--- config.mk ---
export PLATFORM = sky130hd
export DESIGN_NAME = rcc_front
export DESIGN_NICKNAME = d
export VERILOG_FILES = /design/src/hdl/rcc_pkg.sv /design/src/hdl/rcc_front.sv
export SDC_FILE = /design/constraint.sdc
export NUM_CORES = 1
export LEC_CHECK = 0
export ABC_CLOCK_PERIOD_IN_PS = 5200
export BUFFER_PORTS_ARGS = -buffer_cell sky130_fd_sc_hd__clkbuf_2
export CORE_AREA = 2 2 166 168
export DETAILED_ROUTE_END_ITERATION = 10
export DIE_AREA = 0 0 168 170
export GPL_ROUTABILITY_DRIVEN = 0
export MAX_ROUTING_LAYER = met4
export PLACE_DENSITY_LB_ADDON = 0.12
export SETUP_SLACK_MARGIN = 0.5
export SLEW_MARGIN = 20
export SYNTH_ARGS = -nofsm -noshare
export SYNTH_HDL_FRONTEND = slang
export SYNTH_SLANG_ARGS = --single-unit
export TNS_END_PERCENT = 5
--- constraint.sdc ---
create_clock -name vclk -period 5.2
set_input_delay 0.78 -clock vclk [all_inputs]
set_output_delay 0.78 -clock vclk [all_outputs]
set_load 0.02 [all_outputs]
--- src/hdl/rcc_pkg.sv ---
`timescale 1ns / 1ps
// ----------------------------------------------------------------------------
// rcc_pkg: shared types and constants for the ring clearance check
// Queue entry layout, configuration bundle and verdict reason codes.
// ----------------------------------------------------------------------------
package rcc_pkg;

    localparam int QUEUE_DEPTH = 2;

    localparam logic [2:0] RC_SAFE     = 3'd0;
    localparam logic [2:0] RC_MISSING  = 3'd1;
    localparam logic [2:0] RC_DISABLED = 3'd2;
    localparam logic [2:0] RC_EMPTY    = 3'd3;
    localparam logic [2:0] RC_BOUNDS   = 3'd4;
    localparam logic [2:0] RC_LOW      = 3'd5;

    localparam logic [2:0] CFG_CENTER_X   = 3'd0;
    localparam logic [2:0] CFG_CENTER_Y   = 3'd1;
    localparam logic [2:0] CFG_PATH_H     = 3'd2;
    localparam logic [2:0] CFG_CIRCLE_R   = 3'd3;
    localparam logic [2:0] CFG_BODY_R     = 3'd4;
    localparam logic [2:0] CFG_HALF_H     = 3'd5;
    localparam logic [2:0] CFG_CLOUD_REQ  = 3'd6;
    localparam logic [2:0] CFG_CHECK_EN   = 3'd7;

    typedef struct packed {
        logic signed [31:0] cen_x;
        logic signed [31:0] cen_y;
        logic signed [31:0] path_height;
        logic [30:0]        circle_radius;
        logic [30:0]        body_radius;
        logic [30:0]        half_height;
        logic               cloud_required;
        logic               check_enable;
    } t_cfg;

    typedef struct packed {
        logic               is_empty;
        logic               finite;
        logic               in_slab;
        logic               last;
        logic signed [31:0] x;
        logic signed [31:0] y;
        logic [31:0]        ax;
        logic [31:0]        ay;
    } t_entry;

endpackage

--- src/hdl/rcc_front.sv ---
`timescale 1ns / 1ps
// ----------------------------------------------------------------------------
// rcc_front: point classifier
// Forms |dx|, |dy| against the circle center and the slab test on z.
// ----------------------------------------------------------------------------
module rcc_front (
    input  rcc_pkg::t_cfg       i_cfg,
    input  logic signed [31:0]  i_px,
    input  logic signed [31:0]  i_py,
    input  logic signed [31:0]  i_pz,
    input  logic                i_finite,
    input  logic                i_no_points,
    input  logic                i_last,
    output rcc_pkg::t_entry     o_entry
);
    logic signed [32:0] dx, dy, dz;
    logic signed [33:0] dz_w, hh_w;
    logic [32:0]        ax_w, ay_w;

    always_comb begin
        dx   = {i_px[31], i_px} - {i_cfg.cen_x[31], i_cfg.cen_x};
        dy   = {i_py[31], i_py} - {i_cfg.cen_y[31], i_cfg.cen_y};
        dz   = {i_pz[31], i_pz} - {i_cfg.path_height[31], i_cfg.path_height};
        ax_w = dx[32] ? 33'(-dx) : 33'(dx);
        ay_w = dy[32] ? 33'(-dy) : 33'(dy);
        dz_w = {dz[32], dz};
        hh_w = {3'b000, i_cfg.half_height};
        o_entry.is_empty = i_no_points;
        o_entry.finite   = i_finite;
        o_entry.in_slab  = (dz_w >= -hh_w) && (dz_w <= hh_w);
        o_entry.last     = i_last;
        o_entry.x        = i_px;
        o_entry.y        = i_py;
        o_entry.ax       = ax_w[31:0];
        o_entry.ay       = ay_w[31:0];
    end
endmodule

==> flow_summary.ini <==
[floorplan]
ios = 422
floorplan.die.width_um = 168
core_region_area_um2 = 26650
fp.dieArea_um2 = 28560
initial_utilization_pct = 36.04
dieHeight_um = 170
floorplan.rows = 60

[run]
cap_viol_max_count = 0

[sta]
fmaxAchievable_mhz = 177.4
setup_viol_count_final = 2
timing.final.max_slew_violations = 0
min_period_over_period_pct = 108.4
rsz0062_at_grt = true
finalWorstSetupSlack_ps = -436.2
hold_vio_cnt_final = 0
slew_headroom_pct = 44.12
tightest_slew_ps = 832.6
period_minus_slack_ps = 5636
fin_worst_hold_slack_ps = 1560

[yosys]
syn-mean-instance-area_um2 = 6.935
synthTopCellsByCount = sky130_fd_sc_hd__ha_1, sky130_fd_sc_hd__inv_1, sky130_fd_sc_hd__a21oi_1
syn-cell-area_um2 = 9605
postSynthNetCount = 1841
synthesis.yosys.warnings = 0
postSynthCellCount = 1385
yosysSeqAreaShare_pct = 0
synth_most_common_cell = sky130_fd_sc_hd__ha_1
yosys.area.top_type = sky130_fd_sc_hd__ha_1
synth_cell_type_count = 89
synth_area_leaders = sky130_fd_sc_hd__ha_1, sky130_fd_sc_hd__xnor2_1, sky130_fd_sc_hd__a21oi_1, sky130_fd_sc_hd__inv_1, sky130_fd_sc_hd__a21o_1
synth.top_cell.area_share_pct = 21.23

[cells_and_area]
clock_buffer_count_in_the_final_layout = 0
flops_and_latches = 0
layout.cells.non_filler = 2212
finish.net_count = 2328
register_area_um2 = 0
area_growth_pct = 53.08
fillers = 2589
layout-drive-gt1-share_pct = 43.21

[place]
hpwl_um = 27860
number_of_port_buffers = 352
dp.cells = 2174
detailedPlace.worstSlack_ps = -724.8

[global_route]
globalRouteTotalUtil_pct = 22.06
first_global_vias = 10840
grt_first_pass_wirelength_um = 51700
grt_overflow_total = 0
grt_start_max_net_pins = 15
grt_antenna_before_repair = 0

[outcome]
status = complete, but fails checks
failed_checks = setup timing

[routing]
first_iter_violations = 459
dr_total_vias = 11510
wl_per_cell_um = 14.92
wl_um = 33000
detail_route.drc_violations = 0
first_pass_iteration_count_of_the_detailed_router = 5
antenna_left = 0
detail_route.vias_per_cell = 5.205

[setup_path]
criticalPathCategory = input pin to output port
crit_path_end = o_entry[129]
end_kind = output port
path_max_fanout = 4
timing.critical_path.required_ps = 4420
cp_data_arrival_time_ps = 4860
setup.worst_path.start_class = input pin
critical_path.startpoint = i_pz[0]

[min_path]
hold_path.class = input pin to output port

[power_and_ir_drop]
power.ir.vdd_worst_mv = 0.1501
cellPowerDensity_nw_per_um2 = 192.8
leakagePower_nw = 7.496
fin_total_pwr_mw = 2.836

[clocking]
holdBufCountCts = 0
## metal layers
layer  routed length, µm  vias to the layer above  track usage [%]
met2               16330                      300            40.06
met5                   0                        -                -
met4                 393                        0            2.684
met1               14900                     5275            28.10
li1                    -                     5918                -
met3                1382                       20           0.6279
## placed cells by master, fill, tap and decap left out, types with 19 or more instances in the layout
master,synthesis,final
sky130_fd_sc_hd__clkbuf_2,0,290
sky130_fd_sc_hd__buf_4,69,248
sky130_fd_sc_hd__ha_1,163,146
sky130_fd_sc_hd__inv_1,152,144
sky130_fd_sc_hd__a21oi_1,121,94
sky130_fd_sc_hd__nand2_1,99,91
sky130_fd_sc_hd__xnor2_1,109,79
sky130_fd_sc_hd__a21o_1,69,69
sky130_fd_sc_hd__nor2_1,82,67
sky130_fd_sc_hd__xor2_1,53,44
sky130_fd_sc_hd__o21ai_0,60,33
sky130_fd_sc_hd__nand3_1,31,29
sky130_fd_sc_hd__nand4_1,28,28
sky130_fd_sc_hd__xnor2_2,0,28
sky130_fd_sc_hd__nor3_1,29,24
sky130_fd_sc_hd__buf_6,1,23
sky130_fd_sc_hd__a21oi_2,1,19
## report_power, final
group	switching [mW]	internal, mW	total, mW
combinational	1.51	1.33	2.84
sequential	0	0	0
clock	0	0.0000000259	0.0000000259
## layout make-up
type	count	area, µm²	area share [%]
Antenna cell	1	2.502	0.01702
Inverter	152	588.1	3.999
Multi-Input combinational cell	1141	9867	67.10
Tap cell	341	426.7	2.902
Timing Repair Buffer	577	3820	25.98
## critical path: stages
cell	delay, ps
sky130_fd_sc_hd__clkbuf_16	130
sky130_fd_sc_hd__inv_12	40
sky130_fd_sc_hd__ha_4	110
sky130_fd_sc_hd__inv_2	30
sky130_fd_sc_hd__fa_2	330
sky130_fd_sc_hd__a21o_1	170
sky130_fd_sc_hd__a21oi_2	130
sky130_fd_sc_hd__o21bai_1	90
sky130_fd_sc_hd__a21o_1	210
sky130_fd_sc_hd__a41o_1	220
sky130_fd_sc_hd__nand4b_1	140
sky130_fd_sc_hd__and3_4	210
sky130_fd_sc_hd__o31ai_1	70
sky130_fd_sc_hd__buf_4	160
sky130_fd_sc_hd__a21oi_1	150
sky130_fd_sc_hd__xnor2_1	170
sky130_fd_sc_hd__ha_1	280
sky130_fd_sc_hd__a21o_1	180
sky130_fd_sc_hd__a21o_1	150
sky130_fd_sc_hd__a21o_1	150
sky130_fd_sc_hd__a21oi_1	120
sky130_fd_sc_hd__o211ai_1	110
sky130_fd_sc_hd__mux2i_1	180
sky130_fd_sc_hd__o21ai_2	100
sky130_fd_sc_hd__o2111ai_1	100
sky130_fd_sc_hd__o211ai_1	150
sky130_fd_sc_hd__buf_4	190
## worst min-delay path by stage
stage                      startpoint      endpoint  slack, ps  cells past startpoint
after floorplan               i_px[4]  o_entry[100]       1670                      1
after global placement         i_last  o_entry[128]       1560                      0
after detailed placement       i_last  o_entry[128]       1560                      0
after CTS                      i_last  o_entry[128]       1560                      0
after global routing           i_last  o_entry[128]       1560                      0
final                     i_no_points  o_entry[131]       1560                      0
## cell families (layout without fill, tap and decap cells)
group                      after synthesis  in the layout  share of synthesized area (%)
muxes                                    5              6                         0.5341
adders and majority gates              166            166                          21.86
xor gates and xnor gates               162            162                          14.77
and+or+nand+nor                        396            396                          21.56
other                                    0              1                              0
AOI/OAI and AO/OA                      411            411                          28.89
buffers and inverters                  245            729                          12.39
## what timing repair did
action	4_1_cts	5_1_grt
pin swaps	147	142
setup endpoints to repair	63	63
cloned	1	0
gates resized for setup	240	184
buffers inserted	28	8
## per-stage QoR
stage / instance area [µm²] / TNS (ps) / utilization (%)
6_report: 14700 / -441.8 / 55.17
5_1_grt: 14700 / -1307 / 55.16
4_1_cts: 13950 / -492.6 / 52.35
3_5_place_dp: 12700 / -1793 / 47.66
3_3_place_gp: 12700 / -1493 / 47.66
2_1_floorplan: 9713 / -24.61 / -
Note: power is estimated with default switching activity, not from simulation.
