<file path="src/hdl/rcc_pkg.sv">
`timescale 1ns / 1ps
// ----------------------------------------------------------------------------
// rcc_pkg: shared types and constants for the ring clearance check
// Queue entry layout, configuration bundle and verdict reason codes.
// ----------------------------------------------------------------------------
package rcc_pkg;

    localparam int QUEUE_DEPTH = 2;

    localparam logic [2:0] RC_SAFE     = 3'd0;
    localparam logic [2:0] RC_MISSING  = 3'd1;
    localparam logic [2:0] RC_DISABLED = 3'd2;
    localparam logic [2:0] RC_EMPTY    = 3'd3;
    localparam logic [2:0] RC_BOUNDS   = 3'd4;
    localparam logic [2:0] RC_LOW      = 3'd5;

    localparam logic [2:0] CFG_CENTER_X   = 3'd0;
    localparam logic [2:0] CFG_CENTER_Y   = 3'd1;
    localparam logic [2:0] CFG_PATH_H     = 3'd2;
    localparam logic [2:0] CFG_CIRCLE_R   = 3'd3;
    localparam logic [2:0] CFG_BODY_R     = 3'd4;
    localparam logic [2:0] CFG_HALF_H     = 3'd5;
    localparam logic [2:0] CFG_CLOUD_REQ  = 3'd6;
    localparam logic [2:0] CFG_CHECK_EN   = 3'd7;

    typedef struct packed {
        logic signed [31:0] cen_x;
        logic signed [31:0] cen_y;
        logic signed [31:0] path_height;
        logic [30:0]        circle_radius;
        logic [30:0]        body_radius;
        logic [30:0]        half_height;
        logic               cloud_required;
        logic               check_enable;
    } t_cfg;

    typedef struct packed {
        logic               is_empty;
        logic               finite;
        logic               in_slab;
        logic               last;
        logic signed [31:0] x;
        logic signed [31:0] y;
        logic [31:0]        ax;
        logic [31:0]        ay;
    } t_entry;

endpackage

</file>
<file path="src/hdl/rcc_queue.sv">
`timescale 1ns / 1ps
// ----------------------------------------------------------------------------
// rcc_queue: short entry queue
// Decouples the classifier from the arithmetic back end.
// ----------------------------------------------------------------------------
module rcc_queue (
    input  logic            i_clk,
    input  logic            i_rst_n,
    input  logic            i_push,
    input  rcc_pkg::t_entry i_entry,
    input  logic            i_pop,
    output rcc_pkg::t_entry o_entry,
    output logic            o_full,
    output logic            o_empty
);
    localparam int D  = rcc_pkg::QUEUE_DEPTH;
    localparam int IW = (D > 1) ? $clog2(D) : 1;
    localparam int CW = $clog2(D + 1);

    rcc_pkg::t_entry r_mem [D];
    logic [IW-1:0]   r_wp, r_rp;
    logic [CW-1:0]   r_cnt;

    assign o_full  = (r_cnt == CW'(D));
    assign o_empty = (r_cnt == '0);
    assign o_entry = r_mem[r_rp];

    always_ff @(posedge i_clk) begin
        if (i_push)
            r_mem[r_wp] <= i_entry;
    end

    always_ff @(posedge i_clk) begin
        if (!i_rst_n) begin
            r_wp  <= '0;
            r_rp  <= '0;
            r_cnt <= '0;
        end else begin
            if (i_push)
                r_wp <= (r_wp == IW'(D - 1)) ? '0 : r_wp + 1'b1;
            if (i_pop)
                r_rp <= (r_rp == IW'(D - 1)) ? '0 : r_rp + 1'b1;
            if (i_push && !i_pop)
                r_cnt <= r_cnt + 1'b1;
            else if (!i_push && i_pop)
                r_cnt <= r_cnt - 1'b1;
        end
    end
endmodule

</file>
<file path="config.mk">
export PLATFORM = sky130hd
export DESIGN_NAME = rcc_queue
export DESIGN_NICKNAME = d
export VERILOG_FILES = /design/src/hdl/rcc_pkg.sv /design/src/hdl/rcc_queue.sv
export SDC_FILE = /design/constraint.sdc
export NUM_CORES = 1
export LEC_CHECK = 0
export BUFFER_PORTS_ARGS = -buffer_cell sky130_fd_sc_hd__buf_2
export CAP_MARGIN = 20
export CORE_AREA = 4 4 166 120
export CTS_CLUSTER_SIZE = 24
export DETAILED_ROUTE_END_ITERATION = 8
export DIE_AREA = 0 0 170 124
export HOLD_SLACK_MARGIN = 0.12
export MAX_ROUTING_LAYER = met4
export PLACE_DENSITY = 0.83
export SLEW_MARGIN = 40
export SYNTH_ARGS = -nofsm -noshare
export SYNTH_HDL_FRONTEND = slang
export SYNTH_SLANG_ARGS = --single-unit
</file>
<file path="constraint.sdc">
create_clock -name i_clk -period 11.4 [get_ports i_clk]
set_clock_uncertainty 0.05 [all_clocks]
set_input_delay 1.71 -clock i_clk [delete_from_list [all_inputs] [get_ports i_clk]]
set_output_delay 1.71 -clock i_clk [all_outputs]
set_load 0.02 [all_outputs]
</file>
==> flow_summary.toml, run 1 <==
[status]
outcome = "complete, no violations"

[power_and_ir_drop]
netSwitchingPower_mw = 0.5115
power.clock.fraction_pct = 36.7
power.ir.vdd_worst_mv = 0.1322
power.static_leakage_nw = 4.897
switching_share_pct = 22.46
p_int_mw = 1.766
comb_power_share_pct = 12.2
power.density_cell_area_mw_per_mm2 = 181.6
p_seq_share_pct = 51.0

[timing]
timing.final.setup_violations = 0
timing.slew.headroom_pct = 45.88
finalWorstPathRequiredPeriod_ns = 4.259
timing.final.crit_share_pct = 37.36
rsz0062_at_grt = "false"
finalSetupTns_ns = 0
max_freq_ghz = 0.2348
count_of_pins_over_their_slew_limit = 0
timing.hold.ws_ns = 0.4954
final_report_hold_violation_count = 0
max_slew.worst_pin.slew_ns = 0.8118

[layout]
nNetsFinal = 858
mostFrequentLayoutCell = "buf_2"
synthToLayoutAreaGrowth_pct = 24.47
layout_common_cells = "buf_2 (269), edfxtp_1 (264), mux2_4 (80)"
total_non_filler_cell_area_in_the_finished_layout_mm2 = 0.01254
fill_cells = 1177
final_util_pct = 67.98
drive_above_1_share_pct = 60.19

[global_route]
global_route_wire_length_before_repair_um = 28500
gr-total-overflow = 0
vias_in_the_first_global_route = 5346
grt.total_usage_pct = 17.94
pin_count_of_the_biggest_net_entering_global_routing = 86
grt_antenna_before_repair = 3

[critical_path]
reg2reg_slack_ns = 9.15
cp_data_required_time_ns = 9.64
end_kind = "primary output"
crit_arrival_ns = 2.50
reg2reg_start = "r_wp"
worstRegToRegCells = 2
reg2reg_to = "r_mem[1][53]"
critical_path.max_fanout = 63
start_kind = "flop"
type_of_the_worst_setup_path = "reg2out"

[route]
initial_drc_count = 351
drt_drc_violations_left = 0
route.antenna.remaining_nets = 0
route.detailed.vias_per_inst = 5.101
drt-pass1-iter-count = 4
drt_wl_total_um = 19350
routed-via-count = 5030
drt-wirelength-per-cell_um = 19.62

[clock_tree]
cts.clk_slew.worst_paths_ns = 0.06
max-clock-path-buffers = 3
postCtsHoldBufs = 0
cts_repair_resize_count = 0
clkLatencyLatePin_ns = 0.51
cts_made_buffers = 26
cts_max_level = 1
cts_post_setup_buffers_inserted = 0
tritoncts = "done"
clock-root-buffer = "clkbuf_16"
clock-sinks = 269

[floorplanning]
fp.coreArea_mm2 = 0.01845
placement_rows = 42
fp.dieH_um = 124
design.portCount = 270
die-area_mm2 = 0.02108
chipWidth_um = 170
initial_standard_cell_utilization_of_the_core_pct = 54.61

[synth]
synthArstFlopShare_pct = 0
mappedNetlistArea_mm2 = 0.01007
synth_fp_nets = 570
post_synth_inst_count = 433
count_of_flip_flops_with_a_built_in_enable_after_synthesis = 264
synth.distinct_cells = 19
synth_area_per_cell_um2 = 23.26
count_of_warnings_emitted_by_yosys = 0
synth_seq_cells = 269
sequential_cell_area_fraction_in_the_yosys_report_pct = 79.69
yosysTopAreaCell = "edfxtp_1"
netlist_top_cells_area = "edfxtp_1 (79%), mux2_4 (12%), mux2_2 (5.8%)"
top_cell_type_s_share_of_synthesized_area_pct = 78.70
synth_top_flop_cell = "edfxtp_1"

[placed_design]
gp_routability_congestion = 0.8346
hpwlAfterDp_um = 13150
dpl-instance-area_mm2 = 0.01166
port_buffers = 269

[hold_path]
worstHoldEndpoint = "r_cnt[1]"
min_from = "r_cnt[1]"
min_delay_path_depth = 2
worstHoldPathType = "reg2reg"

[job]
timing.max_cap.violations = 0
[critical path: stages, from the launching register on]
cell     delay [ns]
dfxtp_4        0.70
buf_6          0.66
mux2_4         0.37
buf_2          0.16
[area by class of cell]
cell class	instances	area (um^2)	area share (%)
diodes	3	7.507	0.05987
clock buffers	32	694.4	5.538
clock inverters	16	150.1	1.197
inverters	1	3.754	0.02994
multi-input cells	148	1911	15.24
flip-flops and latches	269	8031	64.06
well taps	242	302.8	2.415
repair buffers	275	1438	11.47
[routing by layer]
layer | track usage, % | vias up | routed length [um]
li1 | - | 2303 | -
met4 | 4.040 | 0 | 247
met2 | 29.51 | 233 | 9333
met1 | 22.65 | 2469 | 7832
met5 | - | - | 0
met3 | 5.076 | 25 | 1931
[power by group through the flow]
| stage | Combinational, mW | Sequential [mW] | Clock, mW |
|---|---|---|---|
| final | 0.278 | 1.16 | 0.837 |
| after global routing | 0.296 | 1.17 | 0.901 |
| after CTS | 0.279 | 1.16 | 0.856 |
| after detailed placement | 0.278 | 1.18 | 0 |
| after global placement | 0.265 | 1.19 | 0 |
| after floorplan | 0.190 | 1.18 | 0 |
[synthesized netlist by cell type, types with 2 or more instances]
| cell type | n |
|---|---|
| buf_2 | 5 |
| mux2_4 | 80 |
| buf_6 | 9 |
| edfxtp_1 | 264 |
| nor2b_1 | 2 |
| and2_1 | 4 |
| dfxtp_1 | 5 |
| mux2_2 | 52 |
| xor2_1 | 2 |
[sequential cells by signal (all words and copies together) (netlist names), named ones only]
name / cells
r_wp: 1
r_cnt: 2
r_rp: 1
r_mem: 264
[stage by stage]
stage / worst slack (ns) / total power, mW / cells
after floorplan: 3.249 / 1.372 / 433
after global placement: 7.008 / 1.451 / 933
after detailed placement: 7.617 / 1.462 / 934
after CTS: 7.050 / 2.299 / 982
after global routing: 6.969 / 2.363 / 986
final: 7.141 / 2.278 / 986
[cells by family (layout without fill, tap and decap cells)]
kind of cell / count (synthesis) / count (layout) / synth area share (%)
xor gates and xnor gates: 3 / 3 / 0.2609
AOI/OAI and AO/OA: 3 / 3 / 0.1987
and+or+nand+nor: 9 / 9 / 0.5465
DFF: 269 / 269 / 79.69
muxes: 132 / 132 / 17.74
adders and majority gates: 1 / 1 / 0.1242
buffers and inverters: 16 / 324 / 1.441
other: 0 / 3 / 0
[how the worst max path moves through the flow]
stage                start          end  cells after the start
floorplan           i_push  r_mem[0][0]                      1
global placement      flop  o_entry[22]                      3
detailed placement    flop  o_entry[28]                      3
CTS                   flop  o_entry[28]                      3
global route          flop  o_entry[23]                      3
finish                flop  o_entry[31]                      3
Note: power is estimated with default switching activity, not from simulation.
==> inputs of run 2 (changes only) <==
Settings changed: CORE_AREA 4 4 166 120 to 4 4 172 124, DIE_AREA 0 0 170 124 to 0 0 176 128, PLACE_DENSITY 0.83 to 0.78.
Clock period 11.4 ns to 4.4 ns, I/O delays scaled along.
==> run 2 against run 1 <==
  * Sequential power grew to 2.6 times the previous value
  * Cell count is 2.2% higher
  * Non-clock buffer count shrank 1
  * Cell area is 0.11% higher
  * Register-to-register slack got worse by 6.7 ns
  * Worst setup slack worse by 5.4 ns
  * Die area up 6.9%
  * First-iteration DRC count is 23% lower
  * Critical path depth unchanged
  * Critical path type unchanged
  * Largest cell class unchanged
==> flow_summary.toml, run 2 (synthesis results as in run 1) <==
[global_route]
vias_in_the_first_global_route = 5341
gr-total-overflow = 0
grt.total_usage_pct = 17.19
grt_antenna_before_repair = 2
pin_count_of_the_biggest_net_entering_global_routing = 134
global_route_wire_length_before_repair_um = 29240

[route]
initial_drc_count = 271
drt_wl_total_um = 19620
drt_drc_violations_left = 0
routed-via-count = 5018
route.detailed.vias_per_inst = 4.978
drt-wirelength-per-cell_um = 19.47
route.antenna.remaining_nets = 0
drt-pass1-iter-count = 4

[timing]
max_freq_ghz = 0.3722
timing.slew.headroom_pct = 48.26
final_report_hold_violation_count = 0
finalWorstPathRequiredPeriod_ns = 2.687
timing.final.crit_share_pct = 61.07
post-route-worst-setup-slack_ns = 1.713
max_slew.worst_pin.slew_ns = 0.7762
count_of_pins_over_their_slew_limit = 0
timing.final.setup_violations = 0
rsz0062_at_grt = "false"
finalSetupTns_ns = 0

[floorplanning]
design.portCount = 270
initial_standard_cell_utilization_of_the_core_pct = 51.44
placement_rows = 43
die-area_mm2 = 0.02253
fp.coreArea_mm2 = 0.01958
chipWidth_um = 176
fp.dieH_um = 128

[layout]
layout_common_cells = "buf_2 (269), edfxtp_1 (264), mux2_4 (80)"
drive_above_1_share_pct = 60.46
final_util_pct = 64.09
mostFrequentLayoutCell = "buf_2"
synthToLayoutAreaGrowth_pct = 24.61
nNetsFinal = 857
leading_registers_by_flop_count = "r_mem x264, r_cnt x2"
biggest_register = "r_mem"
flip_flop_count_of_the_largest_register_all_copies_and_words_added = 264

[clock_tree]
max-clock-path-buffers = 3
cts_made_buffers = 26
clock-sinks = 269
cts_post_setup_buffers_inserted = 0
cts_repair_resize_count = 0
cts.clk_slew.worst_paths_ns = 0.06
postCtsHoldBufs = 0
tritoncts = "done"
clkLatencyLatePin_ns = 0.51
cts_max_level = 1
clock-root-buffer = "clkbuf_16"

[placed_design]
dpl_worst_slack_ns = 2.040
port_buffers = 269
gp_routability_congestion = 0.7842
hpwlAfterDp_um = 13090

[critical_path]
cp_data_required_time_ns = 3.69
crit_buf_inv = 2
start_kind = "flop"
path_cells = "buf_6 > mux2_2 > buf_2"
cp_slowest_stage_delay_ns = 0.47
end_kind = "primary output"
slowest_stage = "buf_6"
crit_arrival_ns = 1.98
critPathTopFamily = "buffers and inverters"
type_of_the_worst_setup_path = "reg2out"
critical_path.max_fanout = 53

[power_and_ir_drop]
power.ir.vdd_worst_mv = 0.3369
p_seq_share_pct = 50.9
switching_share_pct = 22.48
netSwitchingPower_mw = 1.326
comb_power_share_pct = 12.4
power.clock.fraction_pct = 36.8
power.static_leakage_nw = 4.876
p_int_mw = 4.573
power.density_cell_area_mw_per_mm2 = 469.9

[status]
outcome = "complete, no violations"

[hold_path]
worstHoldPathType = "in2reg"

[job]
timing.max_cap.violations = 0
[run 2: power by group through the flow]
stage          combinational [mW]  sequential [mW]  clock (mW)
3_5_place_dp                0.735             3.05           0
3_3_place_gp                0.717             3.05           0
4_1_cts                     0.739             3.00        2.22
2_1_floorplan               0.494             3.05           0
5_1_grt                     0.774             3.01        2.35
6_report                    0.729             3.00        2.17
[run 2: cell type report]
class,instances,area (um^2)
Timing Repair Buffer,274,1425
Inverter,1,3.754
Sequential cell,269,8031
Tap cell,270,337.8
Multi-Input combinational cell,148,1911
Clock buffer,32,694.4
Antenna cell,2,5.005
Clock inverter,12,143.9
Fill cell,1391,7032
[run 2: through the flow]
stage / hold slack, ns / area (um^2) / cells / power [mW]
after floorplan: 0.4237 / 10080 / 433 / 3.543
after global placement: 0.4366 / 11710 / 962 / 3.763
after detailed placement: 0.4595 / 11710 / 962 / 3.789
after CTS: 0.2524 / 12540 / 1006 / 5.964
after global routing: 0.2547 / 12550 / 1008 / 6.130
final: 0.2780 / 12550 / 1008 / 5.898
[run 2: path summary, 6_finish.rpt]
kind,to,startpoint,slack (ns),depth (start not counted)
max,o_entry[27],flop,1.71,3
min,r_mem[1][20],i_entry[20],0.28,1
max reg2reg,r_mem[1][12],r_wp,2.48,2
min reg2reg,r_cnt[1],r_cnt[1],0.47,2
[run 2: per-layer routing]
layer  vias to the layer above  track usage [%]  routed length, um
li1                       2296                -                  -
met1                      2446            22.19               8234
met2                       245            26.38               8894
met3                        31            6.397               2079
met4                         0            4.079                413
met5                         -                -                  0
==> inputs of run 3 (changes only) <==
Settings changed: CORE_AREA 4 4 172 124 to 4 4 180 130, DIE_AREA 0 0 176 128 to 0 0 184 134, PLACE_DENSITY 0.78 to 0.75.
Clock period 4.4 ns to 2.2 ns, I/O delays scaled along.
==> run 3 against run 2 <==
  * Cell count grew 16%
  * Global-route usage is 0.98 points higher
  * Cell area grew 13%
  * Non-clock buffer count increased by 146
  * Die area is 9.4% higher
  * Critical path depth grew 1
  * Flip-flop and latch count stayed put
  * Sequential share of layout area down 7.1 points
  * Power rose by 100%
  * Wire length increased by 17%
  * Combinational power up 150%
  * Utilization up 1.6 points
  * Highest routed layer unchanged
==> flow_summary.toml, run 3 (synthesis results as in run 1) <==
[clock_tree]
cts.clk_slew.worst_paths_ns = 0.06
tritoncts = "done"
clkLatencyLatePin_ns = 0.50
cts_made_buffers = 25
clock-root-buffer = "clkbuf_16"
max-clock-path-buffers = 3
cts_max_level = 1
clock-sinks = 269

[power_and_ir_drop]
switching_share_pct = 22.81
p_seq_share_pct = 50.3
p_int_mw = 9.214
power.ir.vdd_worst_mv = 0.7006
power.density_cell_area_mw_per_mm2 = 844.9
power.static_leakage_nw = 5.550
comb_power_share_pct = 15.0
power.clock.fraction_pct = 34.8
netSwitchingPower_mw = 2.723

[timing]
post-route-worst-setup-slack_ns = 0.05526
timing.final.setup_violations = 0
max_slew.worst_pin.slew_ns = 0.4604
max_freq_ghz = 0.4663
finalWorstPathRequiredPeriod_ns = 2.145
timing.final.crit_share_pct = 97.49
final_report_hold_violation_count = 0
timing.slew.headroom_pct = 69.30
count_of_pins_over_their_slew_limit = 0

[critical_path]
critPathTopFamily = "buffers and inverters"
cp_slowest_stage_delay_ns = 0.38
end_kind = "primary output"
crit_buf_inv = 3
path_cells = "buf_12 > buf_16 > mux2_4 > buf_2"
reg2reg_slack_ns = 0.79
type_of_the_worst_setup_path = "reg2out"
critical_path.max_fanout = 24
cp_data_required_time_ns = 1.82
crit_arrival_ns = 1.76
start_kind = "flop"
slowest_stage = "dfxtp_4"

[global_route]
gr-total-overflow = 0
grt_antenna_before_repair = 0
grt.total_usage_pct = 18.17
vias_in_the_first_global_route = 6246
global_route_wire_length_before_repair_um = 34200
pin_count_of_the_biggest_net_entering_global_routing = 74

[placed_design]
hpwlAfterDp_um = 13860
port_buffers = 269
gp_routability_congestion = 0.8170
post-place-cells = 981
dpl_worst_slack_ns = 0.4318

[route]
met2WireLength_um = 11540
routedLengthMet1_um = 9090
drt-wirelength-per-cell_um = 19.61
initial_drc_count = 267
routed-via-count = 5719
route.antenna.remaining_nets = 0
dr_wl_met3_um = 1776
drt_drc_violations_left = 0
dr.max_layer_used = "met4"
drt-pass1-iter-count = 4
drt_wl_total_um = 22860
route.detailed.vias_per_inst = 4.905

[layout]
leading_registers_by_flop_count = "r_mem x264, r_cnt x2"
drive_above_1_share_pct = 52.10
final_util_pct = 65.68
flip_flop_count_of_the_largest_register_all_copies_and_words_added = 264
synthToLayoutAreaGrowth_pct = 40.24
fill_cells = 1386
biggest_register = "r_mem"
layoutNonFillerInstCount = 1166
layout_common_cells = "edfxtp_1 (264), buf_2 (261), dlygate4sd3_1 (134)"
nNetsFinal = 1002
mostFrequentLayoutCell = "edfxtp_1"

[job]
timing.max_cap.violations = 0

[floorplanning]
placement_rows = 45
die-area_mm2 = 0.02466
design.portCount = 270
fp.dieH_um = 134
initial_standard_cell_utilization_of_the_core_pct = 46.84
fp.coreArea_mm2 = 0.02151
chipWidth_um = 184

[status]
outcome = "complete, no violations"

[hold_path]
worstHoldPathType = "in2reg"
-- run 3: changes by cell type in the layout (fill, tap and decap cells not counted), moves of 2 or more --
cell / change
buf_6: +4
dlygate4sd3_1: +134
clkinv_1: -3
buf_2: -8
buf_4: +8
buf_12: +4
buf_16: +2
clkinv_2: +3
bufinv_16: -2
clkbuf_8: +6
-- run 3: what timing repair did --
item                                    CTS  global route
hold buffers                            134             0
resized for setup                         2            13
endpoints found under the hold margin   269             0
gates cloned                              1             1
setup buffers                             4             0
pin swaps                                 0             0
endpoints found under the setup margin  117            31
-- run 3: layout make-up --
| type | count | area (um^2) | share of cell area, % |
|---|---|---|---|
| flip-flops and latches | 269 | 8031 | 56.85 |
| repair buffers | 420 | 3024 | 21.41 |
| multi-input cells | 148 | 1911 | 13.52 |
| clock buffers | 37 | 730.7 | 5.172 |
| well taps | 282 | 352.8 | 2.498 |
| clock inverters | 8 | 71.32 | 0.5048 |
| inverters | 1 | 3.754 | 0.02657 |
| diodes | 1 | 2.502 | 0.01771 |
-- run 3: per-layer routing --
layer	GRT usage, %	vias up
met4	4.023	0
met1	22.05	2841
met2	31.44	262
li1	-	2580
met5	-	-
met3	4.039	36
-- run 3: through the flow --
step / cell area [um^2] / hold WS (ns) / total power [mW] / setup TNS [ns]
after floorplan: 10080 / 0.3789 / 7.080 / -122.05
after global placement: 11820 / 0.4395 / 7.564 / 0
after detailed placement: 11820 / 0.4709 / 7.623 / 0
after CTS: 14060 / 0.1205 / 12.01 / -0.01409
after global routing: 14120 / 0.1483 / 12.40 / -0.003329
final: 14130 / 0.1534 / 11.94 / 0
-- run 3: worst paths after layout --
kind,endpoint,start,depth (start not counted)
setup / recovery,o_entry[110],flop,4
hold / removal,r_wp,i_push,3
setup reg to reg,r_mem[1][109],r_wp,2
hold reg to reg,r_cnt[1],r_cnt[1],2
-- run 3: power groups by stage --
stage	registers, mW	clock network, mW	logic [mW]
2_1_floorplan	6.09	0	0.989
3_3_place_gp	6.10	0	1.46
3_5_place_dp	6.12	0	1.50
4_1_cts	6.00	4.26	1.76
5_1_grt	6.02	4.49	1.89
6_report	6.00	4.15	1.79
-- run 3: tightest hold or removal path: cells and delay by family --
family                 cells  cell delay [ns]
buffers and inverters      1             0.12
AOI/OAI and AO/OA          1             0.16
and+or+nand+nor            1             0.05
